File: src/prbg_pkg.sv
// Shared types, constants and glyph tables of the progress bar glyph renderer.
`timescale 1ns / 1ps
`default_nettype none

package prbg_pkg;

  localparam int unsigned MIDDLE_CELLS_DEF = 3;
  localparam int unsigned GLYPH_ROWS       = 8;
  localparam int unsigned CAP_PIXELS       = 2;
  localparam int unsigned CELL_PIXELS      = 5;
  localparam int unsigned LEVEL_W          = 16;
  localparam logic [6:0]  BAR_START_POS    = 7'h4B;

  typedef enum logic [2:0] {
    SLOT_START = 3'd0,
    SLOT_FULL  = 3'd1,
    SLOT_EMPTY = 3'd2,
    SLOT_PART  = 3'd3,
    SLOT_END   = 3'd4
  } slot_e;

  typedef enum logic {
    KIND_GLYPH = 1'b0,
    KIND_CELL  = 1'b1
  } kind_e;

  typedef enum logic [1:0] {
    GLYPH_START,
    GLYPH_MID,
    GLYPH_END
  } glyph_e;

  typedef enum logic [1:0] {
    ST_IDLE,
    ST_DIV_FILL,
    ST_CHECK,
    ST_EMIT
  } ctl_state_e;

  typedef struct packed {
    logic [15:0] full_scale;
    logic [15:0] level;
    logic        force_req;
  } in_word_t;

  typedef struct packed {
    kind_e      kind;
    logic [6:0] target;
    logic [2:0] row;
    logic [4:0] pattern;
    logic       last;
  } out_word_t;

  localparam logic [4:0] START_FG [GLYPH_ROWS] =
    '{5'h00, 5'h00, 5'h02, 5'h01, 5'h03, 5'h00, 5'h00, 5'h00};
  localparam logic [4:0] START_BG [GLYPH_ROWS] =
    '{5'h00, 5'h03, 5'h04, 5'h04, 5'h04, 5'h03, 5'h00, 5'h00};
  localparam logic [4:0] MID_FG [GLYPH_ROWS] =
    '{5'h00, 5'h00, 5'h00, 5'h1f, 5'h1f, 5'h00, 5'h00, 5'h00};
  localparam logic [4:0] MID_BG [GLYPH_ROWS] =
    '{5'h00, 5'h1f, 5'h00, 5'h00, 5'h00, 5'h1f, 5'h00, 5'h00};
  localparam logic [4:0] END_FG [GLYPH_ROWS] =
    '{5'h00, 5'h00, 5'h08, 5'h18, 5'h18, 5'h00, 5'h00, 5'h00};
  localparam logic [4:0] END_BG [GLYPH_ROWS] =
    '{5'h00, 5'h18, 5'h04, 5'h04, 5'h04, 5'h18, 5'h00, 5'h00};

  // Background plus the foreground pixels that are not masked off as empty.
  function automatic logic [4:0] glyph_row(glyph_e g, logic [2:0] row,
                                           logic [2:0] empty_px);
    logic [4:0] fg;
    logic [4:0] bg;
    logic [4:0] mask;
    unique case (g)
      GLYPH_START: begin
        fg = START_FG[row];
        bg = START_BG[row];
      end
      GLYPH_MID: begin
        fg = MID_FG[row];
        bg = MID_BG[row];
      end
      GLYPH_END: begin
        fg = END_FG[row];
        bg = END_BG[row];
      end
      default: begin
        fg = 5'h00;
        bg = 5'h00;
      end
    endcase
    mask = 5'h1f << empty_px;
    return bg | (fg & mask);
  endfunction

endpackage

`default_nettype wire

File: src/prbg_div.sv
// Shared restoring divider, one quotient bit per cycle.
`timescale 1ns / 1ps
`default_nettype none

module prbg_div import prbg_pkg::*; #(
  parameter int unsigned DIVIDEND_W = 21,
  parameter int unsigned DIVISOR_W  = 16
) (
  input  wire logic                  clk_i,
  input  wire logic                  rst_ni,
  input  wire logic                  start_i,
  input  wire logic [DIVIDEND_W-1:0] dividend_i,
  input  wire logic [DIVISOR_W-1:0]  divisor_i,
  output logic                       done_o,
  output logic [DIVIDEND_W-1:0]      quotient_o
);

  localparam int unsigned CntW = $clog2(DIVIDEND_W + 1);

  logic [DIVIDEND_W-1:0] quo_q, quo_d;
  logic [DIVISOR_W-1:0]  rem_q, rem_d;
  logic [DIVISOR_W-1:0]  dvs_q, dvs_d;
  logic [CntW-1:0]       cnt_q, cnt_d;
  logic                  busy_q, busy_d;
  logic                  done_q, done_d;
  logic [DIVISOR_W:0]    trial;
  logic [DIVISOR_W:0]    diff;
  logic                  fits;

  always_comb begin
    trial = {rem_q, quo_q[DIVIDEND_W-1]};
    diff  = trial - {1'b0, dvs_q};
    fits  = trial >= {1'b0, dvs_q};
    quo_d  = quo_q;
    rem_d  = rem_q;
    dvs_d  = dvs_q;
    cnt_d  = cnt_q;
    busy_d = busy_q;
    done_d = 1'b0;
    if (start_i) begin
      quo_d  = dividend_i;
      rem_d  = '0;
      dvs_d  = divisor_i;
      cnt_d  = CntW'(DIVIDEND_W);
      busy_d = 1'b1;
    end else if (busy_q) begin
      // Shift in the next dividend bit, subtract when it fits.
      rem_d = fits ? diff[DIVISOR_W-1:0] : trial[DIVISOR_W-1:0];
      quo_d = {quo_q[DIVIDEND_W-2:0], fits};
      cnt_d = cnt_q - CntW'(1);
      if (cnt_q == CntW'(1)) begin
        busy_d = 1'b0;
        done_d = 1'b1;
      end
    end
  end

  always_ff @(posedge clk_i or negedge rst_ni) begin
    if (!rst_ni) begin
      busy_q <= 1'b0;
      done_q <= 1'b0;
      cnt_q  <= '0;
    end else begin
      busy_q <= busy_d;
      done_q <= done_d;
      cnt_q  <= cnt_d;
    end
  end

  always_ff @(posedge clk_i) begin
    quo_q <= quo_d;
    rem_q <= rem_d;
    dvs_q <= dvs_d;
  end

  assign done_o     = done_q;
  assign quotient_o = quo_q;

endmodule

`default_nettype wire

File: src/prbg_emit.sv
// Write sequencer: walks the bar cells and drives the output word register.
`timescale 1ns / 1ps
`default_nettype none

module prbg_emit import prbg_pkg::*; #(
  parameter int unsigned MIDDLE_CELLS = MIDDLE_CELLS_DEF,
  parameter int unsigned FILL_W       = 5
) (
  input  wire logic              clk_i,
  input  wire logic              rst_ni,
  input  wire logic              start_i,
  input  wire logic [FILL_W-1:0] fill_i,
  output logic                   done_o,
  output logic                   out_valid_o,
  input  wire logic              out_stall_i,
  output out_word_t              out_word_o
);

  localparam int unsigned SegEnd  = MIDDLE_CELLS + 1;
  localparam int unsigned SegW    = $clog2(MIDDLE_CELLS + 2);
  localparam int unsigned RowCntW = $clog2(GLYPH_ROWS + 1);

  logic [SegW-1:0]    seg_q, seg_d;
  logic [RowCntW-1:0] row_q, row_d;
  logic [FILL_W-1:0]  remf_q, remf_d;
  logic               active_q, active_d;
  logic               vld_q, vld_d;
  out_word_t          word_q, word_d;

  logic              is_start, is_end, part, has_rows, cell_now, advance;
  logic [FILL_W-1:0] cap, take;
  slot_e             slot;
  glyph_e            gsel;
  logic [2:0]        empty_px;

  always_comb begin
    is_start = (seg_q == '0);
    is_end   = (seg_q == SegW'(SegEnd));
    cap      = (is_start || is_end) ? FILL_W'(CAP_PIXELS) : FILL_W'(CELL_PIXELS);
    take     = (remf_q < cap) ? remf_q : cap;
    part     = !is_start && !is_end && (remf_q != '0) &&
               (remf_q < FILL_W'(CELL_PIXELS));
    has_rows = is_start || is_end || part;
    cell_now = (row_q == RowCntW'(GLYPH_ROWS)) || !has_rows;
    advance  = active_q && (!vld_q || !out_stall_i);

    if (is_start) begin
      slot     = SLOT_START;
      gsel     = GLYPH_START;
      empty_px = 3'(CAP_PIXELS) - 3'(take);
    end else if (is_end) begin
      slot     = SLOT_END;
      gsel     = GLYPH_END;
      empty_px = 3'(CELL_PIXELS) - 3'(take);
    end else begin
      gsel     = GLYPH_MID;
      empty_px = 3'(CELL_PIXELS) - 3'(remf_q);
      if (remf_q >= FILL_W'(CELL_PIXELS)) begin
        slot = SLOT_FULL;
      end else if (remf_q == '0) begin
        slot = SLOT_EMPTY;
      end else begin
        slot = SLOT_PART;
      end
    end

    seg_d    = seg_q;
    row_d    = row_q;
    remf_d   = remf_q;
    active_d = active_q;
    word_d   = word_q;
    vld_d    = out_stall_i ? vld_q : 1'b0;
    done_o   = 1'b0;

    if (start_i) begin
      seg_d    = '0;
      row_d    = '0;
      remf_d   = fill_i;
      active_d = 1'b1;
    end else if (advance) begin
      vld_d = 1'b1;
      if (cell_now) begin
        // Cell write closes the segment; consume its pixels.
        word_d.kind    = KIND_CELL;
        word_d.target  = BAR_START_POS + 7'(seg_q);
        word_d.row     = 3'd0;
        word_d.pattern = 5'(slot);
        word_d.last    = is_end;
        remf_d = remf_q - take;
        seg_d  = seg_q + SegW'(1);
        row_d  = '0;
        if (is_end) begin
          active_d = 1'b0;
          done_o   = 1'b1;
        end
      end else begin
        word_d.kind    = KIND_GLYPH;
        word_d.target  = 7'(slot);
        word_d.row     = 3'(row_q);
        word_d.pattern = glyph_row(gsel, 3'(row_q), empty_px);
        word_d.last    = 1'b0;
        row_d = row_q + RowCntW'(1);
      end
    end
  end

  always_ff @(posedge clk_i or negedge rst_ni) begin
    if (!rst_ni) begin
      active_q <= 1'b0;
      vld_q    <= 1'b0;
      seg_q    <= '0;
      row_q    <= '0;
    end else begin
      active_q <= active_d;
      vld_q    <= vld_d;
      seg_q    <= seg_d;
      row_q    <= row_d;
    end
  end

  always_ff @(posedge clk_i) begin
    remf_q <= remf_d;
    word_q <= word_d;
  end

  assign out_valid_o = vld_q;
  assign out_word_o  = word_q;

endmodule

`default_nettype wire

File: src/lcd_progress_bar_glyph_render_top.sv
// Top level of the progress bar glyph renderer: scaling control and fill state.
//
//   channel  dir  handshake              word
//   in       in   in_valid_i/in_stall_o   in_word_t  (full_scale, level, force_req)
//   out      out  out_valid_o/out_stall_i out_word_t (kind, target, row, pattern, last)
//
// A word is taken while the block is idle; the block then stalls its input until the
// redraw is fully handed to the output register. A nonzero full scale costs one pass
// of the shared bit-serial divider: level over the step size full/len (a reciprocal
// multiply) at or above the bar length, level*len/full below it. Zero full scale
// skips the divider. A check state follows; a redraw then emits up to 29 writes,
// held while the output stalls. Reset clears the last fill to zero and leaves the
// output empty.
`timescale 1ns / 1ps
`default_nettype none

module lcd_progress_bar_glyph_render_top import prbg_pkg::*; #(
  parameter int unsigned MIDDLE_CELLS = MIDDLE_CELLS_DEF
) (
  input  wire logic      clk_i,
  input  wire logic      rst_ni,
  input  wire logic      in_valid_i,
  output logic           in_stall_o,
  input  wire in_word_t  in_word_i,
  output logic           out_valid_o,
  input  wire logic      out_stall_i,
  output out_word_t      out_word_o
);

  // Bar length in pixels: two caps and the middle cells.
  localparam int unsigned FillMax    = 2 * CAP_PIXELS + CELL_PIXELS * MIDDLE_CELLS;
  localparam int unsigned FillW      = $clog2(FillMax + 1);
  localparam int unsigned DividendW  = LEVEL_W + FillW;
  localparam int unsigned DivisorW   = LEVEL_W;
  // Reciprocal of the bar length, exact for every 16-bit full scale.
  localparam int unsigned RecipShift = LEVEL_W + $clog2(FillMax);
  localparam int unsigned ProdW      = LEVEL_W + RecipShift;
  localparam logic [RecipShift-1:0] RecipMul = RecipShift'(
    ((64'd1 << RecipShift) + 64'(FillMax) - 64'd1) / 64'(FillMax));

  ctl_state_e state_q, state_d;
  logic               force_q, force_d;
  logic [FillW-1:0]   fill_q, fill_d;
  logic [FillW-1:0]   prev_q, prev_d;

  logic                 div_start, div_done;
  logic [DividendW-1:0] div_dividend, div_quotient;
  logic [DivisorW-1:0]  div_divisor;
  logic [FillW-1:0]     fill_sat;
  logic [ProdW-1:0]     step_prod;
  logic [DivisorW-1:0]  step_size;

  logic emit_start, emit_done;
  logic in_accept;

  assign in_stall_o = (state_q != ST_IDLE);
  assign in_accept  = in_valid_i && !in_stall_o;

  // Step size per pixel: full/len by multiplying with the reciprocal.
  assign step_prod = ProdW'(in_word_i.full_scale) * ProdW'(RecipMul);
  assign step_size = step_prod[ProdW-1:RecipShift];

  // Clamp the divider result to the bar length.
  assign fill_sat = (div_quotient > DividendW'(FillMax)) ? FillW'(FillMax)
                                                         : div_quotient[FillW-1:0];

  always_comb begin
    state_d      = state_q;
    force_d      = force_q;
    fill_d       = fill_q;
    prev_d       = prev_q;
    div_start    = 1'b0;
    div_dividend = DividendW'(in_word_i.level);
    div_divisor  = step_size;
    emit_start   = 1'b0;

    unique case (state_q)
      ST_IDLE: begin
        if (in_accept) begin
          force_d = in_word_i.force_req;
          if (in_word_i.full_scale == '0) begin
            // Zero full scale: empty bar, no division.
            fill_d  = '0;
            state_d = ST_CHECK;
          end else if (in_word_i.full_scale >= LEVEL_W'(FillMax)) begin
            // Large full scale: level over the step size.
            div_start = 1'b1;
            state_d   = ST_DIV_FILL;
          end else begin
            // Small full scale: level*len/full in one pass.
            div_start    = 1'b1;
            div_dividend = DividendW'(in_word_i.level) * DividendW'(FillMax);
            div_divisor  = in_word_i.full_scale;
            state_d      = ST_DIV_FILL;
          end
        end
      end
      ST_DIV_FILL: begin
        if (div_done) begin
          fill_d  = fill_sat;
          state_d = ST_CHECK;
        end
      end
      ST_CHECK: begin
        // Drop the redraw when the fill is unchanged and not forced.
        if (!force_q && (fill_q == prev_q)) begin
          state_d = ST_IDLE;
        end else begin
          prev_d     = fill_q;
          emit_start = 1'b1;
          state_d    = ST_EMIT;
        end
      end
      ST_EMIT: begin
        if (emit_done) begin
          state_d = ST_IDLE;
        end
      end
      default: begin
        state_d = ST_IDLE;
      end
    endcase
  end

  always_ff @(posedge clk_i or negedge rst_ni) begin
    if (!rst_ni) begin
      state_q <= ST_IDLE;
      prev_q  <= '0;
    end else begin
      state_q <= state_d;
      prev_q  <= prev_d;
    end
  end

  always_ff @(posedge clk_i) begin
    force_q <= force_d;
    fill_q  <= fill_d;
  end

  prbg_div #(
    .DIVIDEND_W (DividendW),
    .DIVISOR_W  (DivisorW)
  ) u_div (
    .clk_i      (clk_i),
    .rst_ni     (rst_ni),
    .start_i    (div_start),
    .dividend_i (div_dividend),
    .divisor_i  (div_divisor),
    .done_o     (div_done),
    .quotient_o (div_quotient)
  );

  prbg_emit #(
    .MIDDLE_CELLS (MIDDLE_CELLS),
    .FILL_W       (FillW)
  ) u_emit (
    .clk_i       (clk_i),
    .rst_ni      (rst_ni),
    .start_i     (emit_start),
    .fill_i      (fill_q),
    .done_o      (emit_done),
    .out_valid_o (out_valid_o),
    .out_stall_i (out_stall_i),
    .out_word_o  (out_word_o)
  );

endmodule

`default_nettype wire
File: config.mk
export PLATFORM = sky130hd
export DESIGN_NAME = lcd_progress_bar_glyph_render_top
export DESIGN_NICKNAME = d
export VERILOG_FILES = /design/src/prbg_pkg.sv /design/src/prbg_div.sv /design/src/prbg_emit.sv /design/src/lcd_progress_bar_glyph_render_top.sv
export SDC_FILE = /design/constraint.sdc
export NUM_CORES = 1
export LEC_CHECK = 0
export BUFFER_PORTS_ARGS = -buffer_cell sky130_fd_sc_hd__buf_2
export CAP_MARGIN = 5
export CORE_MARGIN = 10
export CORE_UTILIZATION = 25
export DETAILED_ROUTE_END_ITERATION = 10
export SLEW_MARGIN = 20
export SYNTH_ARGS = -nofsm -noshare
export SYNTH_HDL_FRONTEND = slang
export SYNTH_SLANG_ARGS = --single-unit
File: constraint.sdc
create_clock -name clk_i -period 10.38 [get_ports clk_i]
set_clock_uncertainty 0.1 [all_clocks]
set_input_delay 0.519 -clock clk_i [delete_from_list [all_inputs] [get_ports clk_i]]
set_output_delay 0.519 -clock clk_i [all_outputs]
set_load 0.005 [all_outputs]
---- After elaboration in Yosys (flattened, before gate mapping) ----
Memory sizes are Yosys's and may differ from the RTL's.
Index checks and enable logic that the tools add are counted.
operators by class
  bitwise logic cells ..................... 7
  $add $sub $neg .......................... 9
  muxes and demuxes ....................... 86
  equality and inequality tests ........... 13
  reductions and logical operators ........ 37
  multiply operators ...................... 2
  magnitude comparators ................... 7
  shift operators ......................... 1
operators with widths
  kind                    count
  $mux 5                  28
  $mux 21                 6
  $mux 12                 4
  $mul 16x17->33 const B  1
  $pmux 5 s3              2
  $mux 3                  9
  $mux 1                  23
  $gt 21x5->1 const B     1
  $mul 16x5->21 const B   1
  $ge 17x16->1            1
  $mux 17                 1
  $ge 16x5->1 const B     1
  $logic_not 16->1        1
  $mux 16                 1
  $sub 16x16->16          1
  $mux 2                  7
  $mux 4                  3
  $reduce_bool 2->1       6
  $pmux 5 s2              1
  $pmux 2 s4              1
  $reduce_and 2->1        4
  $add 7x3->7 const A     1
  $logic_not 1->1         7
  $eq 2x2->1 const B      3
  other kinds (31)        48
word-level totals
  word-level logic and storage cells ...... 191
  register bits after elaboration ......... 104
  ROM bits ................................ 240
  memories ................................ 6
  input bits .............................. 37
memory list
  name             depth  bits a word  rd ports  clocked after memory_dff  wr ports  RTL line        RTL
  (no name shown)  8      5            1         0                         0         prbg_pkg.sv:80  bg = MID_BG[row];
  (no name shown)  8      5            1         0                         0         prbg_pkg.sv:83  fg = END_FG[row];
  (no name shown)  8      5            1         0                         0         prbg_pkg.sv:84  bg = END_BG[row];
  (no name shown)  8      5            1         0                         0         prbg_pkg.sv:79  fg = MID_FG[row];
  (no name shown)  8      5            1         0                         0         prbg_pkg.sv:75  fg = START_FG[row];
  (no name shown)  8      5            1         0                         0         prbg_pkg.sv:76  bg = START_BG[row];

---- Depth between registers and ports, before layout ----
  depth in word-level cells ............... 14
  gate-level depth with buffers ........... 20
  depth with buffers taken out ............ 20

---- Hierarchy ----
A second synthesis with hierarchy kept.
second synthesis, totals
  cells, all modules ...................... 1,344
  area, all modules ....................... 12,767.2 sq um
modules (own cells, without submodules)
  module                             sequential area each (sq um)  cells each  area each (sq um)  times used
  lcd_progress_bar_glyph_render_top  355.3                         793         7,267.0            1
  prbg_div                           1,606.5                       309         3,319.4            1
  prbg_emit                          855.8                         242         2,180.8            1

---- Least setup slack after synthesis ----
No wires, ideal clock.
  path type ............................... in2reg
  start ................................... input in_word_i[28] in the netlist's numbering
  end ..................................... register u_div.dvs_q[5], data pin
  stages on the path ...................... 20
  setup slack ............................. 4,800 ps
  required time ........................... 10,024 ps
  buffers on the path ..................... 0
  data arrival time ....................... 5,224 ps
  path through ............................ inv_1 > ha_1 > inv_1 > fa_1 > inv_1 > fa_1 > fa_1 > fa_1 > inv_1 > fa_1 > inv_1 > ha_1 > nand4_1 > nor2_1 > and2_1 > o21ai_0 > a211oi_1 > o21ai_0 > a21o_1 > a31o_2
on the way
  cells in the longest elaborated chain, start to end .. 5
RTL lines
  item                                           RTL line                                                                          RTL
  start, declared                                lcd_progress_bar_glyph_render_top.sv:24                                           input wire in_word_t in_word_i,
  $mul 16x17->33 or $ge 16x5->1 (tied branches)  lcd_progress_bar_glyph_render_top.sv:60, lcd_progress_bar_glyph_render_top.sv:85
  $mux 12                                        lcd_progress_bar_glyph_render_top.sv:85                                           end else if (in_word_i.full_scale >= LEVEL_W'(FillMax)) begin
  $mux 12                                        lcd_progress_bar_glyph_render_top.sv:81                                           if (in_word_i.full_scale == '0) begin
  $mux 12                                        lcd_progress_bar_glyph_render_top.sv:79                                           if (in_accept) begin
  $mux 12 (*)                                    lcd_progress_bar_glyph_render_top.sv:77                                           unique case (state_q)
  net div_divisor[5]                             lcd_progress_bar_glyph_render_top.sv:48                                           logic [DivisorW-1:0] div_divisor;
  end signal, assigned                           prbg_div.sv:73                                                                    dvs_q <= dvs_d;
  end, declared                                  prbg_div.sv:22                                                                    logic [DIVISOR_W-1:0] dvs_q, dvs_d;
Mark *: on every way through the listed nets, which the timed path passes. The rest lies on a longest branch.
A chain may end at the register's enable or synchronous reset.

---- Worst setup path in the final report ----
Ends and elaborated chain as after synthesis.

==> reports/results.txt <==
The tools report the total detailed-routing wirelength as 27,800 um. In the final layout, flip-flops and latches occupy 2820 um2. Of all flip-flops after synthesis, the portion carrying an async set or reset was 22.3%. At the worst endpoint, the required time is 10,390 ps.

Of the total power, combinational logic draws 72.0%. In this run the cell area of the synthesized design comes to 12,300 um2. 0 antenna diodes ended up in the layout.

The arrival time reported for the critical path endpoint is 5920 ps. The sequential share of power was 20.0%; the global placer's final weighted congestion was 0.915. The core utilization of the finished layout is 27.9%. Global routing used 9.52% of the available tracks across all layers. After detailed routing, the average wire length per cell comes to 13.8 um. The clock-pin transition on the worst setup and hold timing paths is 70 ps, and the number of distinct library cells after synthesis is 75.

The count of flip-flops with a built-in enable after synthesis was 64; the slew at the pin with the worst max-slew slack was 972 ps. The run gives 6380 ps as the slack of the worst reg-to-reg path. The startpoint identified for the worst register-to-register timing path is u_emit.seg_q[0].

Power per standard cell area: 317 nW/um2. For the met1 demand-to-capacity share in global routing, the log shows 11.8%. The top cell types in the final layout, fill and taps aside, are 260 x sky130_fd_sc_hd__inv_1, 210 x sky130_fd_sc_hd__ha_1, 107 x sky130_fd_sc_hd__fa_1, 82 x sky130_fd_sc_hd__nand2_1, 79 x sky130_fd_sc_hd__a21oi_1.

The pre-antenna-repair detailed-routing pass consisted of 8 iterations. The tools report the maximum number of buffers from clock root to sink as 2. The logs give 9,379 for the via count of the first global-routing pass and 0.169 GHz for the maximum clock frequency. The leakage power total is 6.63 nW. The logs give 3 for the CTS H-tree depth and 0 for the remaining antenna violation count after routing. During I/O placement, the number of pins put on the boundary was 56. The tools report the placeable core region as 48,700 um2. For the cell row count, the log shows 81.

The die extent in y came out at 242 um. Setup repair after global routing left no endpoint under its margin. The CTS root buffer is sky130_fd_sc_hd__clkbuf_16. The number of clock buffers inserted by TritonCTS is 9.

The area of the die was 58,400 um2; the layout overhead on the synthesized area was 10.7%. For this design the total switching power over the nets is 2.04 mW. For met2 alone, demand over resource in global routing was 16.7%. The count of input and output buffers works out to 54. The critical path is of the input pin to flip-flop type.

The flow ran to the end, and the final reports show no timing, DRC or antenna violations. The worst register-to-register path has a depth of 15. Setup violations remaining at the end of the flow were counted as 0.

After detailed placement, the design holds a cell count of 2,007. The number of fill cells came out at 5,187. Counting every instance in the synthesized netlist gives 1,313.

The run gives 8360 um2 as the area of the multi-input gates. The routed layout has 8,998 vias. TritonCTS built the clock tree.

Class of the worst hold path: input pin to async pin. The post-route netlist has 7.65% of its cells at a drive strength greater than 1. The portion of the clock cycle consumed by the worst path in the final layout was 57.0%; the clock insertion delay at the later pin of the skew report was 350 ps.

The tools report the hold slack as 59.6 ps. The post-synthesis net count came out at 1,667. In this run the worst path has a maximum fanout of 7. The detailed router finished its first iteration with 370 violations. Global routing used 1.69% of the available met3 tracks. Of the total power, the clock network draws 8.0%. VDD sags by at most 0.000147 V.

The tool flagged a number of max-cap violations equal to 0. The final period demand of the worst path is 5910 ps, and the post-CTS repair timing setup buffer count is 0. The worst setup path is captured at a flip-flop. The total count of hold-check failures in the final report is 0, and the average vias per placed instance is 4.45. STA classifies the critical path startpoint as an input pin. The clock sink count came out at 103. The library cell used most frequently in the layout, excluding fill and tap cells, is sky130_fd_sc_hd__inv_1. In this run the tightest slew margin relative to its limit is 34.4%.

Measured along the x axis, the die boundary spans 242 um. For this design, the CTS-stage hold fixing added 0 buffers. After global routing, the most crowded layer is met2. Post-layout net count: 1,708. The worst register-to-register path ends at u_emit.remf_q[4]. In this run, synthesis produced a sequential element count of 103. Number of antenna violations at the first check in global routing: 1.

For this run, the number of Yosys warnings is 0. The average cell area after synthesis came out at 9.35 um2. The run gives 25.2% as the effective utilization at floorplan. The number of gates resized after CTS was 0. After detailed routing, the number of remaining DRC violations is 0. The logs give 22.9% for the fraction of the yosys area taken by sequential cells and 2.27 mW for the internal power contribution.

The proportion of total power due to net switching is 47.3%. The tools report the pin count of the biggest net entering global routing as 63. The first global-routing pass estimated 46,400 um of wire.

Among all flip-flop cells after synthesis, the most frequent one is sky130_fd_sc_hd__edfxtp_1. The total overflow left after global routing is 0. After the flow finishes, the layout carries non-filler instances totaling 2,023.

The half-perimeter wire length of the detailed placement result was 23,300 um; the max-slew violation total from the final report was 0. The setup TNS was 0 ps.
-- cell type report --
class                   count  area share [%]
clock inverters             6           0.497
repair buffers             60            2.32
well taps                 664            6.11
clock buffers              10            1.68
inverters                 260            7.18
flip-flops and latches    103            20.7
multi-input cells         920            61.5
-- how the worst max path moves through the flow --
stage,slack (ps),depth (start not counted),end,start
2_1_floorplan,4800,20,u_div.dvs_q[5],in_word_i[28]
3_3_place_gp,4280,21,u_div.dvs_q[5],in_word_i[28]
3_5_place_dp,4160,21,u_div.dvs_q[5],in_word_i[28]
4_1_cts,4540,21,u_div.dvs_q[5],in_word_i[28]
5_1_grt,4160,21,u_div.dvs_q[5],in_word_i[28]
6_report,4470,21,u_div.dvs_q[5],in_word_i[28]
-- cell usage after synthesis (3+ instances only) --
library cell	count	area share (%)
sky130_fd_sc_hd__nand2b_1	4	0.20
sky130_fd_sc_hd__o21a_1	11	0.67
sky130_fd_sc_hd__nand2_1	83	2.5
sky130_fd_sc_hd__nor2_1	79	2.4
sky130_fd_sc_hd__nor3_1	27	1.1
sky130_fd_sc_hd__a21o_1	25	1.5
sky130_fd_sc_hd__a21oi_1	79	3.2
sky130_fd_sc_hd__nor4_1	4	0.20
sky130_fd_sc_hd__xor2_1	19	1.4
sky130_fd_sc_hd__a31oi_1	6	0.31
sky130_fd_sc_hd__inv_1	260	7.9
sky130_fd_sc_hd__o211ai_1	6	0.37
sky130_fd_sc_hd__and2_1	10	0.51
sky130_fd_sc_hd__a211oi_1	12	0.73
sky130_fd_sc_hd__clkbuf_1	22	0.67
sky130_fd_sc_hd__nor2b_1	4	0.20
sky130_fd_sc_hd__nor3b_1	4	0.24
sky130_fd_sc_hd__mux2i_1	17	1.4
sky130_fd_sc_hd__o21bai_1	3	0.18
sky130_fd_sc_hd__dfxtp_1	16	2.6
sky130_fd_sc_hd__mux2_2	7	0.64
sky130_fd_sc_hd__and3_1	7	0.36
sky130_fd_sc_hd__nand3_1	31	1.3
sky130_fd_sc_hd__o211a_1	3	0.24
sky130_fd_sc_hd__fa_1	107	17
sky130_fd_sc_hd__o21ai_0	62	2.5
sky130_fd_sc_hd__xnor2_1	32	2.3
sky130_fd_sc_hd__buf_2	4	0.16
sky130_fd_sc_hd__edfxtp_1	64	16
sky130_fd_sc_hd__ha_1	210	21
sky130_fd_sc_hd__dfrtp_1	23	4.7
sky130_fd_sc_hd__nand4_1	10	0.51
sky130_fd_sc_hd__o31ai_1	6	0.37
sky130_fd_sc_hd__or3_1	4	0.20
-- worst max-delay path, cell delays in order --
cell and delay, ps:
sky130_fd_sc_hd__buf_2 190, sky130_fd_sc_hd__inv_1 120, sky130_fd_sc_hd__ha_1 290, sky130_fd_sc_hd__inv_1 60
sky130_fd_sc_hd__fa_1 490, sky130_fd_sc_hd__inv_1 70, sky130_fd_sc_hd__fa_1 510, sky130_fd_sc_hd__fa_1 520
sky130_fd_sc_hd__fa_1 540, sky130_fd_sc_hd__inv_1 50, sky130_fd_sc_hd__fa_1 530, sky130_fd_sc_hd__inv_1 40
sky130_fd_sc_hd__ha_1 320, sky130_fd_sc_hd__nand4_1 190, sky130_fd_sc_hd__nor2_1 220, sky130_fd_sc_hd__and2_1 220
sky130_fd_sc_hd__o21ai_0 130, sky130_fd_sc_hd__a211oi_1 300, sky130_fd_sc_hd__o21ai_0 160, sky130_fd_sc_hd__a21o_1 200
sky130_fd_sc_hd__a31o_2 230
-- power groups by stage --
stage	Sequential (mW)	Clock, mW	Combinational, mW
3_3_place_gp	0.867	0	3.04
5_1_grt	0.890	0.371	3.57
3_5_place_dp	0.871	0	3.10
4_1_cts	0.864	0.356	3.12
6_report	0.863	0.345	3.10
2_1_floorplan	0.833	0	2.44
-- sequential cells by signal (all words and copies together), names as in the netlist --
signal / flops
u_div.busy_q: 1
u_div.rem_q: 16
fill_q: 5
u_emit.remf_q: 5
prev_q: 5
u_div.done_o: 1
u_div.cnt_q: 5
u_emit.out_word_o: 16
u_emit.active_q: 1
u_div.quotient_o: 21
u_emit.seg_q: 3
u_emit.row_q: 4
force_q: 1
u_emit.out_valid_o: 1
state_q: 2
u_div.dvs_q: 16
-- metal layers --
layer  wire [um]  vias up
met1       13100     4329
met2       13300      146
met4         580        2
met5          13        -
li1            -     4489
met3         836       32
-- stage by stage --
step	total power, mW	area [um2]	setup WS [ps]
floorplan	3.28	12300	4800
global placement	3.91	13300	4280
detailed placement	3.98	13300	4160
CTS	4.34	13600	4540
global route	4.83	13600	4160
finish	4.31	13600	4470
-- logic make-up after synthesis --
| group | count (synthesis) | share of synthesized area, % |
|---|---|---|
| buffers and inverters | 290 | 9.06 |
| DFF | 103 | 22.9 |
| xor gates and xnor gates | 51 | 3.64 |
| other | 1 | 0.0305 |
| adders and majority gates | 317 | 38.8 |
| and+or+nand+nor | 279 | 10.5 |
| AOI/OAI and AO/OA | 247 | 12.9 |
| muxes | 25 | 2.15 |
No activity file was read; power rests on OpenSTA's default activity.
